==> src/kpsr_pkg.sv <==
// ----------------------------------------------------------------------------
// kpsr_pkg
// Shared sizes, codes and controller/datapath interface types for the
// select-and-remove order-statistic store.
// ----------------------------------------------------------------------------
package kpsr_pkg;

  localparam int CAPACITY   = 1024;
  localparam int LEVELS     = $clog2(CAPACITY);
  localparam int LEAF_BASE  = 1 << LEVELS;
  localparam int TREE_DEPTH = 2 * LEAF_BASE;
  localparam int NODE_W     = LEVELS + 1;
  localparam int SLOT_W     = LEVELS;
  localparam int CNT_W      = $clog2(CAPACITY + 1);
  localparam int LVL_W      = $clog2(LEVELS + 1);
  localparam int VALUE_W    = 32;

  localparam logic OP_LOAD   = 1'b0;
  localparam logic OP_REMOVE = 1'b1;

  typedef enum logic [1:0] {
    ST_LOADED  = 2'd0,
    ST_REMOVED = 2'd1,
    ST_RANGE   = 2'd2,
    ST_FULL    = 2'd3
  } status_t;

  typedef struct packed {
    logic accept;
    logic first;
    logic step;
    logic last;
    logic emit;
  } kpsr_cmd_t;

  typedef struct packed {
    logic reject;
    logic out_busy;
  } kpsr_sts_t;

endpackage

==> src/kpsr_ctrl.sv <==
// ----------------------------------------------------------------------------
// kpsr_ctrl
// Sequencer: accepts a word, walks the count tree one level per cycle (a
// rejected word skips the walk) and hands the result to the output register.
// ----------------------------------------------------------------------------
module kpsr_ctrl
  import kpsr_pkg::*;
(
  input  logic      clk,
  input  logic      rst,
  input  logic      in_valid,
  output logic      in_ready,
  input  kpsr_sts_t sts,
  output kpsr_cmd_t cmd
);

  typedef enum logic [2:0] {
    S_IDLE = 3'b001,
    S_WALK = 3'b010,
    S_EMIT = 3'b100
  } state_t;

  state_t           state, state_next;
  logic [LVL_W-1:0] lvl, lvl_next;

  assign in_ready = (state == S_IDLE);

  always_comb begin
    cmd.accept = in_ready & in_valid;
    cmd.first  = (state == S_WALK) && (lvl == '0);
    cmd.step   = (state == S_WALK) && (lvl != '0);
    cmd.last   = (state == S_WALK) && (lvl == LVL_W'(LEVELS));
    cmd.emit   = (state == S_EMIT) && !sts.out_busy;
  end

  always_comb begin
    state_next = state;
    lvl_next   = lvl;
    case (state)
      S_IDLE: begin
        lvl_next = '0;
        if (cmd.accept) begin
          state_next = sts.reject ? S_EMIT : S_WALK;
        end
      end
      S_WALK: begin
        lvl_next = lvl + LVL_W'(1);
        if (cmd.last) begin
          state_next = S_EMIT;
        end
      end
      S_EMIT: begin
        if (cmd.emit) begin
          state_next = S_IDLE;
        end
      end
      default: begin
        state_next = S_IDLE;
        lvl_next   = '0;
      end
    endcase
  end

  always_ff @(posedge clk) begin
    if (rst) begin
      state <= S_IDLE;
      lvl   <= '0;
    end else begin
      state <= state_next;
      lvl   <= lvl_next;
    end
  end

endmodule

==> config.mk <==
export PLATFORM = sky130hd
export DESIGN_NAME = kpsr_ctrl
export DESIGN_NICKNAME = d
export VERILOG_FILES = /design/src/kpsr_pkg.sv /design/src/kpsr_ctrl.sv
export SDC_FILE = /design/constraint.sdc
export NUM_CORES = 1
export LEC_CHECK = 0
export BUFFER_PORTS_ARGS = -buffer_cell sky130_fd_sc_hd__buf_2
export CORE_AREA = 2 2 39 41
export DETAILED_ROUTE_END_ITERATION = 10
export DIE_AREA = 0 0 41 43
export GPL_TIMING_DRIVEN = 0
export RECOVER_POWER = 25
export SETUP_SLACK_MARGIN = 0.2
export SLEW_MARGIN = 40
export SYNTH_ARGS = -nofsm -noshare
export SYNTH_HDL_FRONTEND = slang
export SYNTH_SLANG_ARGS = --single-unit
==> constraint.sdc <==
create_clock -name clk -period 2.15 [get_ports clk]
set_input_delay 0.215 -clock clk [delete_from_list [all_inputs] [get_ports clk]]
set_output_delay 0.215 -clock clk [all_outputs]
set_load 0.01 [all_outputs]
Word-level counts from Yosys, hierarchy flattened. Index checks and enable logic that the tools add are counted.

Multipliers: 0. Reductions and logical operators: 8. Equal/unequal tests: 7. $add $sub $neg: 1. Order comparisons: 0. Muxes and demuxes: 6. Div/mod/pow operators: 0. Bitwise operators: 1. Shift operators: 0.

Operators with widths (number): two-way mux 3 bit (4); one-hot mux 3 bit (3 select lines) (1); one-hot mux 4 bit (2 select lines) (1); adder 4 x 1 -> 4 bit (second input constant) (1); == test 4 bit (second input constant) (1); logical AND 1 bit (4); zero test 4 bit (1); inequality test 2 bit (second input constant) (2); nonzero test 4 bit (1); == test 3 x 1 -> 1 bit (second input constant) (1); == test 3 x 2 -> 1 bit (second input constant) (1); == test 3 bit (second input constant) (1); AND reduction 3 bit (1); inequality test 2 x 1 -> 1 bit (second input constant) (1); AND 1 bit (1); zero test 1 bit (1).

Memory bits (writable): 0. Bits in latches: 0. ROM bits: 0. Input port bits: 5. Bits in registers: 7. Memories: 0.

Depth between registers and ports, before layout. Gate-level depths: netlist (run 1).

Depth in word-level cells: 4. Gate-level depth with buffers: 5.

Worst setup path after synthesis (run 1). Ideal clock, no wire load.

Path type: reg-to-output. Start: register state[2]. End: output port cmd[1] (netlist name). Data arrival time: 1052 ps. Cell stages (with the launch flop): 4. Path slack: 883 ps. Path through: dfxtp_1 buf_2 nand2b_1 nor4_1.

RTL lines: start: declaration (RTL line kpsr_ctrl.sv:23) `state_t state, state_next;`; start signal: assignment (RTL line kpsr_ctrl.sv:69) `state <= state_next;`; end: declaration (RTL line kpsr_ctrl.sv:14) `output kpsr_cmd_t cmd`.

==> metrics.md, run 1 <==
| Metric | Value |
|---|---|
| Mapped cell area | 467 µm² |
| Cts hold-fix bufs | 0 |
| CP max stage cell | nor3b_1 |
| CP required | 1930 ps |
| Area grow syn2layout | 19.6% |
| Clock Skews | 1.93 ps |
| H-tree levels | 1 |
| Chip Width | 41 µm |
| Cts repair resizes | 0 |
| Synth async-reset ratio | 0 |
| Most frequent CP cell | buf_2 |
| CTS tree | yes |
| Worst path arrival time | 1480 ps |
| Mapped Cells | 55 |
| Top cells by area, synth | dfxtp_1 30%, ha_1 8.0%, inv_1 4.0% |
| Slew @ Worst Pin | 437 ps |
| Clock sink count | 7 |
| Bufs and invs on worst path | 2 |
| DRT Wirelength | 916 µm |
| Total grt overflow | 0 |
| Worst setup path class | register to primary output |
| Worst path cell trace | buf_2, nor3b_1, o21a_1, buf_2 |
| Gp weighted congestion | 0.690 |
| Initial antenna violation count | 0 |
| Max-Slew Margin vs Limit | 0.708 |
| Vias in the first global route | 346 |
| Worst setup SP type | register |
| Cell Pwr Density | 574 mW/mm² |
| Ant diodes | 0 |
| Initial Util | 0.337 |
| DRC | 0 |
| Core Util, Final | 0.403 |
| Cts bufs inserted | 3 |
| Vias per std cell | 4.94 |
| Total Neg Setup Slack | 0 ps |
| DR vias | 420 |
| Syn Nets | 63 |
| Die height | 43 µm |
| Top_reg_cell synth | dfxtp_1 |
| WL/cell | 10.8 µm |
| Pleak | 0.242 nW |
| Die footprint | 0.00176 mm² |
| Post-synth top area share | 0.300 |
| Post-DP HPWL | 694 µm |
| Root Buffer | clkbuf_4 |
| Slew Viols, Final | 0 |
| Max-cap viol count | 0 |
| Final ANT Viol Nets | 0 |
| Leading area contributor after synthesis | dfxtp_1 |
| Ys Warns | 0 |
| Status | finished, final reports clean |
| First-pass GRT wire length | 1510 µm |
| Critical Path Sink Type | primary output |
| CTS clk-pin slew, worst paths | 50 ps |
| IO Pins | 11 |
| CP max stage delay | 420 ps |
| Crit share post-route | 0.790 |
| Endpoints failing setup | 0 |
| Hold WC Path Type | input port to register |
| Final-layout fill cell count | 155 |
| Cell variety after synth | 29 |
| FMAX | 589 MHz |
| Row cnt | 14 |
| Longest Clk Path Bufs | 2 |
| Total track usage | 0.138 |
| DRT iter0 DRCs | 6 |
| DRT Pass-1 Iters | 4 |
| # port buffers | 10 |
| Final min period | 1700 ps |
| # nets final | 78 |
| FF+latch count, synth | 7 |
| Pwr Total | 320 µW |
| Minimum hold slack | 189 ps |
| Crit Path Max Fanout | 9 |
| Worst skew pair latency | 260 ps |
| Post-CTS setup buffers | 0 |
| Fraction of layout cells with a size suffix above 1 | 0.261 |
| EDFF count, synth | 0 |
| Hold Vio Cnt, Final | 0 |
| Syn avg cell area | 8.49 µm² |
| Worst VDD drop | 0.000243 V |
| Largest net degree at the start of global routing | 10 |
| RSZ-0062 raised after global routing | no |
| Post-synthesis sequential area ratio | 0.300 |
| Fin area | 558 µm² |
| Delay-heaviest family, CP | simple AND/OR/NAND/NOR gates |
| Core Box Area | 0.00138 mm² |
| Post-DP Area | 537 µm² |
==> routing by layer <==
metal | up-vias | wire length, µm | global-route usage
met5 | - | 0 | 0
met4 | 0 | 46 | 0.160
met3 | 5 | 27 | 0.0471
met2 | 8 | 382 | 0.172
met1 | 184 | 460 | 0.158
li1 | 223 | - | -
==> cells by family after synthesis <==
logic type | share of synthesized area
buffers and inverters | 0.0697
AO/OA/AOI/OAI | 0.190
XOR/XNOR | 0.0188
flip-flops | 0.300
adder cells (fa/ha/maj) | 0.0804
AND/OR/NAND/NOR | 0.340
==> state kept, by name, summed over array words and instances (netlist names) <==
register	cells
state	3
lvl	4
==> report_power, final <==
group | leakage [nW] | internal, mW | total (mW) | switching, mW
clock | 0.0150 | 0.0713 | 0.126 | 0.0551
sequential | 0.0569 | 0.134 | 0.138 | 0.00386
combinational | 0.170 | 0.0254 | 0.0561 | 0.0307
total | 0.242 | 0.231 | 0.320 | 0.0897
==> area by class of cell <==
| class | instances | area (µm²) | share of cell area |
|---|---|---|---|
| Buffer | 3 | 13.8 | 0.0247 |
| Clock buffer | 4 | 26.3 | 0.0471 |
| Inverter | 5 | 18.8 | 0.0336 |
| Multi-Input combinational cell | 40 | 289 | 0.518 |
| Sequential cell | 7 | 140 | 0.251 |
| Tap cell | 16 | 20.0 | 0.0359 |
| Timing Repair Buffer | 10 | 50.0 | 0.0897 |
==> worst register-to-register path: stages, from the launching register on <==
cell       delay [ps]
dfxtp_1           300
buf_2             210
nor3b_1           420
a31oi_1           130
a2111oi_2         340
==> layout by cell type (no fill, tap or decap), drive strengths merged <==
| cell | count |
|---|---|
| a2111oi | 1 |
| a21o | 1 |
| a21oi | 3 |
| a31o | 1 |
| a31oi | 1 |
| and3b | 1 |
| buf | 12 |
| clkbuf | 5 |
| dfxtp | 7 |
| ha | 3 |
| inv | 5 |
| nand2 | 4 |
| nand2b | 2 |
| nand3 | 1 |
| nand3b | 2 |
| nand4 | 2 |
| nor2 | 3 |
| nor2b | 2 |
| nor3b | 3 |
| nor4 | 3 |
| o21a | 2 |
| o21ai | 1 |
| o21bai | 1 |
| o41ai | 1 |
| or2 | 1 |
| xor2 | 1 |
==> synth_stat cells, drive strengths merged, types with 2 or more instances <==
| cell | count |
|---|---|
| dfxtp | 7 |
| inv | 5 |
| nand2 | 4 |
| a21oi | 3 |
| ha | 3 |
| nor2 | 3 |
| nor3b | 3 |
| nor4 | 3 |
| buf | 2 |
| nand2b | 2 |
| nand3b | 2 |
| nand4 | 2 |
| nor2b | 2 |
| o21a | 2 |
==> per-stage QoR <==
stage                     std cells  setup slack, ps
after floorplan                  55              883
after global placement           81              764
after detailed placement         81              754
after CTS                        85              544
after global routing             85              301
final                            85              452
==> final timing paths <==
path                  from       end  slack (ps)  depth (start not counted)
setup / recovery  state[1]    cmd[2]         450                          4
hold / removal         rst  state[1]         190                          2
setup reg to reg  state[1]  state[2]         630                          4
hold reg to reg     lvl[3]    lvl[3]         490                          1
No activity file was read; power rests on OpenSTA's default activity.
==> run 2, diff against run 1 <==
- clock period: 2.15 -> 1.4 ns (I/O delays scaled with it)
==> metrics.md, run 2 (synthesized netlist as in run 1, its figures left out) <==
| Metric | Value |
|---|---|
| Cell Pwr Density | 705 mW/mm² (+23%) |
| Gp weighted congestion | 0.709 (+2.7%) |
| Commonest non-fill, non-tap cell in the layout | buf_4 |
| Vias per std cell | 5.11 (+3.5%) |
| Ant diodes | 0 (unchanged) |
| First-pass GRT wire length | 1790 µm (+18%) |
| CP max stage cell | dfxtp_2 |
| Vias in the first global route | 444 (+28%) |
| Post-DP HPWL | 721 µm (+3.9%) |
| DRT Pass-1 Iters | 4 (unchanged) |
| Crit Path Max Fanout | 5 (-4) |
| RSZ-0062 raised after global routing | yes |
| Bufs and invs on worst path | 2 (unchanged) |
| Root Buffer | clkbuf_4 |
| Routed wl met3 | 34 µm (+26%) |
| R2R cell count | 4 (unchanged) |
| Hold Vio Cnt, Final | 0 (unchanged) |
| Critical R2R Launch | state[1] |
| Die height | 43 µm (unchanged) |
| Final min period | 1400 ps |
| Worst VDD drop | 0.000364 V (+50%) |
| Total grt overflow | 0 (unchanged) |
| # nets final | 90 (+15%) |
| Clock Skews | 8.36 ps (+6.43 ps) |
| Row cnt | 14 (unchanged) |
| Status | finished, final reports clean |
| Fraction of layout cells with a size suffix above 1 | 0.593 (+0.332) |
| WHS Endpoint | state[1] |
| Top reg by flops | lvl |
| Slew @ Worst Pin | 382 ps (-55.1 ps) |
| IO Pins | 11 (unchanged) |
| Endpoints failing setup | 0 (unchanged) |
| Minimum hold slack | 121 ps (-68.0 ps) |
| Delay-heaviest family, CP | simple AND/OR/NAND/NOR gates |
| Reg-to-reg slack, setup | 100 ps (-530 ps) |
| FMAX | 716 MHz |
| Largest net degree at the start of global routing | 10 (unchanged) |
| CTS tree | yes |
| Initial Util | 0.337 (unchanged) |
| Cts bufs inserted | 3 (unchanged) |
| Chip Width | 41 µm (unchanged) |
| CTS clk-pin slew, worst paths | 50 ps (about the same) |
| WHS Path Cells | 2 (unchanged) |
| Worst setup path class | register to primary output |
| DRC | 0 (unchanged) |
| Max-Slew Margin vs Limit | 0.744 (+0.0362) |
| Metal-1 WL | 582 µm (+27%) |
| Hold WC Path Type | input port to register |
| CP required | 1260 ps (-670 ps) |
| Reg2reg end | state[2] |
| Crit share post-route | 0.998 |
| Most frequent cells in the layout | 11 x buf_4, 10 x buf_2 |
| Core Box Area | 0.00138 mm² (unchanged) |
| Largest register FFs | 4 (unchanged) |
| DRT Wirelength | 1310 µm (+43%) |
| WL/cell | 13.5 µm (+25%) |
| DRT iter0 DRCs | 9 (+3) |
| Critical Path Sink Type | primary output |
| Final ANT Viol Nets | 0 (unchanged) |
| Worst setup SP type | register |
| Met2 wire len | 643 µm (+68%) |
| Worst path arrival time | 1260 ps (-220 ps) |
| Worst path cell trace | buf_6, nand2b_4, nor4_4, buf_2 |
| Worst skew pair latency | 270 ps (about the same) |
| Total Neg Setup Slack | 0 ps (unchanged) |
| Pleak | 0.329 nW (+36%) |
| Hold_sp | rst |
| H-tree levels | 1 (unchanged) |
| CP max stage delay | 310 ps (-110 ps) |
| # port buffers | 10 (unchanged) |
| Initial antenna violation count | 0 (unchanged) |
| Max Used Layer | met4 |
| Total track usage | 0.158 (+0.0209) |
| Die footprint | 0.00176 mm² (unchanged) |
| DR vias | 496 (+18%) |
| Longest Clk Path Bufs | 2 (unchanged) |
| Area grow syn2layout | 71.8% |
| Slew Viols, Final | 0 (unchanged) |
| Largest regs | lvl (4), state (3) |
| Clock sink count | 7 (unchanged) |
| Max-cap viol count | 0 (unchanged) |
[run 2: cell count changes in the layout (fill, tap and decap cells not counted), sizes merged]
| cell | previous run | this run |
|---|---|---|
| buf | 12 | 24 |
[run 2: area by class of cell]
| cell class | count | area (µm²) |
|---|---|---|
| Inverter | 5 | 23.8 |
| Multi-Input combinational cell | 40 | 398 |
| Fill cell | 115 | 582 |
| Sequential cell | 7 | 154 |
| Tap cell | 16 | 20.0 |
| Buffer | 3 | 27.5 |
| Timing Repair Buffer | 22 | 153 |
| Clock buffer | 4 | 26.3 |
[run 2: report_power, final]
| group | internal, mW | total, mW | switching (mW) |
|---|---|---|---|
| registers | 0.203 | 0.211 | 0.00811 |
| logic | 0.0835 | 0.152 | 0.0681 |
| clock network | 0.110 | 0.203 | 0.0931 |
| total | 0.396 | 0.566 | 0.169 |
[run 2: routing by layer]
layer,track usage,up-vias
met2,0.228,11
met1,0.186,233
met3,0.0157,4
met4,0.160,0
met5,0,-
li1,-,248
[run 2: worst max path at each step]
stage                         from        to  slack (ps)  depth (start not counted)
after global routing      state[1]    cmd[2]         -70                          4
after global placement    state[2]  state[2]          60                          4
after floorplan           state[2]  state[2]         210                          4
final                     state[2]    cmd[1]           3                          4
after detailed placement  state[2]  state[2]          60                          4
after CTS                   lvl[0]    cmd[1]          30                          5
[run 2: stage by stage]
stage / setup slack [ps] / utilization / std cells / total power [mW] / area (µm²)
after floorplan: 210 / - / 55 / 0.283 / 480
after global placement: 55.4 / 0.398 / 81 / 0.309 / 551
after detailed placement: 59.8 / 0.398 / 81 / 0.310 / 551
after CTS: 27.8 / 0.499 / 92 / 0.530 / 691
after global routing: -70.9 / 0.580 / 97 / 0.587 / 802
final: 2.96 / 0.580 / 97 / 0.566 / 802
[run 2: what timing repair did]
item / 4_1_cts / 5_1_grt
endpoints found under the hold margin: 0 / 0
pin swaps: 3 / 4
setup buffers: 7 / 5
gates resized for setup: 18 / 10
hold buffers: 0 / 0
setup endpoints to repair: 9 / 9
==> run 3, diff against run 2 <==
- BUFFER_PORTS_ARGS: -buffer_cell sky130_fd_sc_hd__buf_2 -> -buffer_cell sky130_fd_sc_hd__buf_4
- SKIP_CTS_REPAIR_TIMING: unset -> 1
==> metrics.md, run 3 (synthesized netlist as in run 1, its figures left out) <==
| Metric | Value |
|---|---|
| Slew Viols, Final | 0 (unchanged) |
| Root Buffer | clkbuf_4 |
| CTS clk-pin slew, worst paths | 50 ps (about the same) |
| Hold WC Path Type | input port to register |
| CP Capture Point | cmd[1] |
| Largest net degree at the start of global routing | 10 (unchanged) |
| Post-DP HPWL | 715 µm (-0.86%) |
| # nets final | 90 (unchanged) |
| Vias per std cell | 5.02 (-1.8%) |
| Die height | 43 µm (unchanged) |
| Final setup margin | -0.555 ps (-3.51 ps) |
| Core Box Area | 0.00138 mm² (unchanged) |
| Cts bufs inserted | 3 (unchanged) |
| H-tree levels | 1 (unchanged) |
| CTS tree | yes |
| Status | complete, but fails checks |
| Crit share post-route | 1.00 (+0.00251) |
| IO Pins | 11 (unchanged) |
| First-pass GRT wire length | 1610 µm (-9.7%) |
| R2R cell count | 4 (unchanged) |
| Row cnt | 14 (unchanged) |
| Clock Skews | 0.670 ps (-7.69 ps) |
| Critical Path Sink Type | primary output |
| Max-Slew Margin vs Limit | 0.731 (-0.0133) |
| Longest Clk Path Bufs | 2 (unchanged) |
| Worst path arrival time | 1260 ps (about the same) |
| Most frequent cells in the layout | 18 x buf_4, 5 x buf_6 |
| Largest regs | lvl (4), state (3) |
| Chip Width | 41 µm (unchanged) |
| DRT iter0 DRCs | 13 (+4) |
| Worst slack, placed | 57.0 ps (-2.79 ps) |
| Hold_sp | rst |
| Crit Path Max Fanout | 6 (+1) |
| DRT Wirelength | 1330 µm (+1.6%) |
| Worst VDD drop | 0.000395 V (+8.3%) |
| Total track usage | 0.141 (-0.0171) |
| FMAX | 714 MHz (-0.25%) |
| Cell Pwr Density | 718 mW/mm² (+1.8%) |
| Worst skew pair latency | 260 ps (about the same) |
| Critical R2R Launch | state[1] |
| Slew @ Worst Pin | 402 ps (+19.9 ps) |
| Commonest non-fill, non-tap cell in the layout | buf_4 |
| Initial antenna violation count | 0 (unchanged) |
| Final ANT Viol Nets | 0 (unchanged) |
| # port buffers | 10 (unchanged) |
| Die footprint | 0.00176 mm² (unchanged) |
| Hold Vio Cnt, Final | 0 (unchanged) |
| Total grt overflow | 0 (unchanged) |
| Worst setup SP type | register |
| Pwr Total | 576 µW (+1.8%) |
| Reg2reg end | state[2] |
| Post-Layout Cell Count | 97 (unchanged) |
| Placed cell count | 81 (unchanged) |
| DR vias | 487 (-1.8%) |
| Area grow syn2layout | 71.8% (unchanged) |
| Worst setup path class | register to primary output |
| Endpoints failing setup | 1 (+1) |
| Reg-to-reg slack, setup | 100 ps (about the same) |
| Vias in the first global route | 366 (-18%) |
| Critical path startpoint | state[2] |
| Violated checks | setup timing |
| Gp weighted congestion | 0.679 (-4.2%) |
| Largest register FFs | 4 (unchanged) |
| Final-layout fill cell count | 112 (-2.6%) |
| Top reg by flops | lvl |
| DRT Pass-1 Iters | 4 (unchanged) |
| Max-cap viol count | 0 (unchanged) |
| Fin area | 802 µm² (unchanged) |
| RSZ-0062 raised after global routing | yes |
| Fraction of layout cells with a size suffix above 1 | 0.568 (-0.0247) |
| Post-DP Area | 576 µm² (+4.5%) |
| Ant diodes | 0 (unchanged) |
| Initial Util | 0.337 (unchanged) |
| Pleak | 0.327 nW (-0.63%) |
| DRC | 0 (unchanged) |
| WL/cell | 13.7 µm (+1.6%) |
| Final min period | 1400 ps (+3.51 ps) |
| Clock sink count | 7 (unchanged) |
| CP required | 1260 ps (about the same) |
| Total Neg Setup Slack | -0.555 ps (-0.555 ps) |
==> run 3: cell type report <==
type / count / area (µm²) / share of cell area
multi-input combinational: 40 / 384 / 0.479
timing repair buffer: 22 / 173 / 0.215
sequential: 7 / 150 / 0.187
buffer: 3 / 27.5 / 0.0343
clock buffer: 4 / 26.3 / 0.0328
inverter: 5 / 21.3 / 0.0265
tap: 16 / 20.0 / 0.0250
==> run 3: per-stage QoR <==
step | utilization | hold slack [ps]
after floorplan | - | 209
after global placement | 0.416 | 353
after detailed placement | 0.416 | 349
after CTS | 0.435 | 72.5
after global routing | 0.580 | 94.3
final | 0.580 | 87.6
==> run 3: worst min path at each step <==
stage | end | slack [ps] | depth (start not counted)
detailed placement | state[1] | 350 | 2
floorplan | state[1] | 210 | 1
global placement | state[1] | 350 | 2
global route | state[1] | 90 | 2
CTS | state[1] | 70 | 2
finish | state[1] | 90 | 2
==> run 3: layer usage <==
| layer | wire length, µm | GRT usage | vias up |
|---|---|---|---|
| li1 | - | - | 249 |
| met1 | 591 | 0.202 | 217 |
| met2 | 657 | 0.169 | 18 |
| met3 | 50 | 0.0314 | 3 |
| met4 | 29 | 0.120 | 0 |
| met5 | 0 | 0 | - |
==> run 3: worst max-delay path, cell delays in order, from the launching register on <==
cell,delay (ps)
dfxtp_1,300
buf_6,130
nand2b_4,170
nor4_2,230
buf_4,160
==> run 3: power by group <==
part / total (mW) / internal [mW] / switching [mW]
Clock: 0.194 / 0.109 / 0.0848
Sequential: 0.215 / 0.205 / 0.0109
Combinational: 0.167 / 0.0939 / 0.0726
Total: 0.576 / 0.408 / 0.168
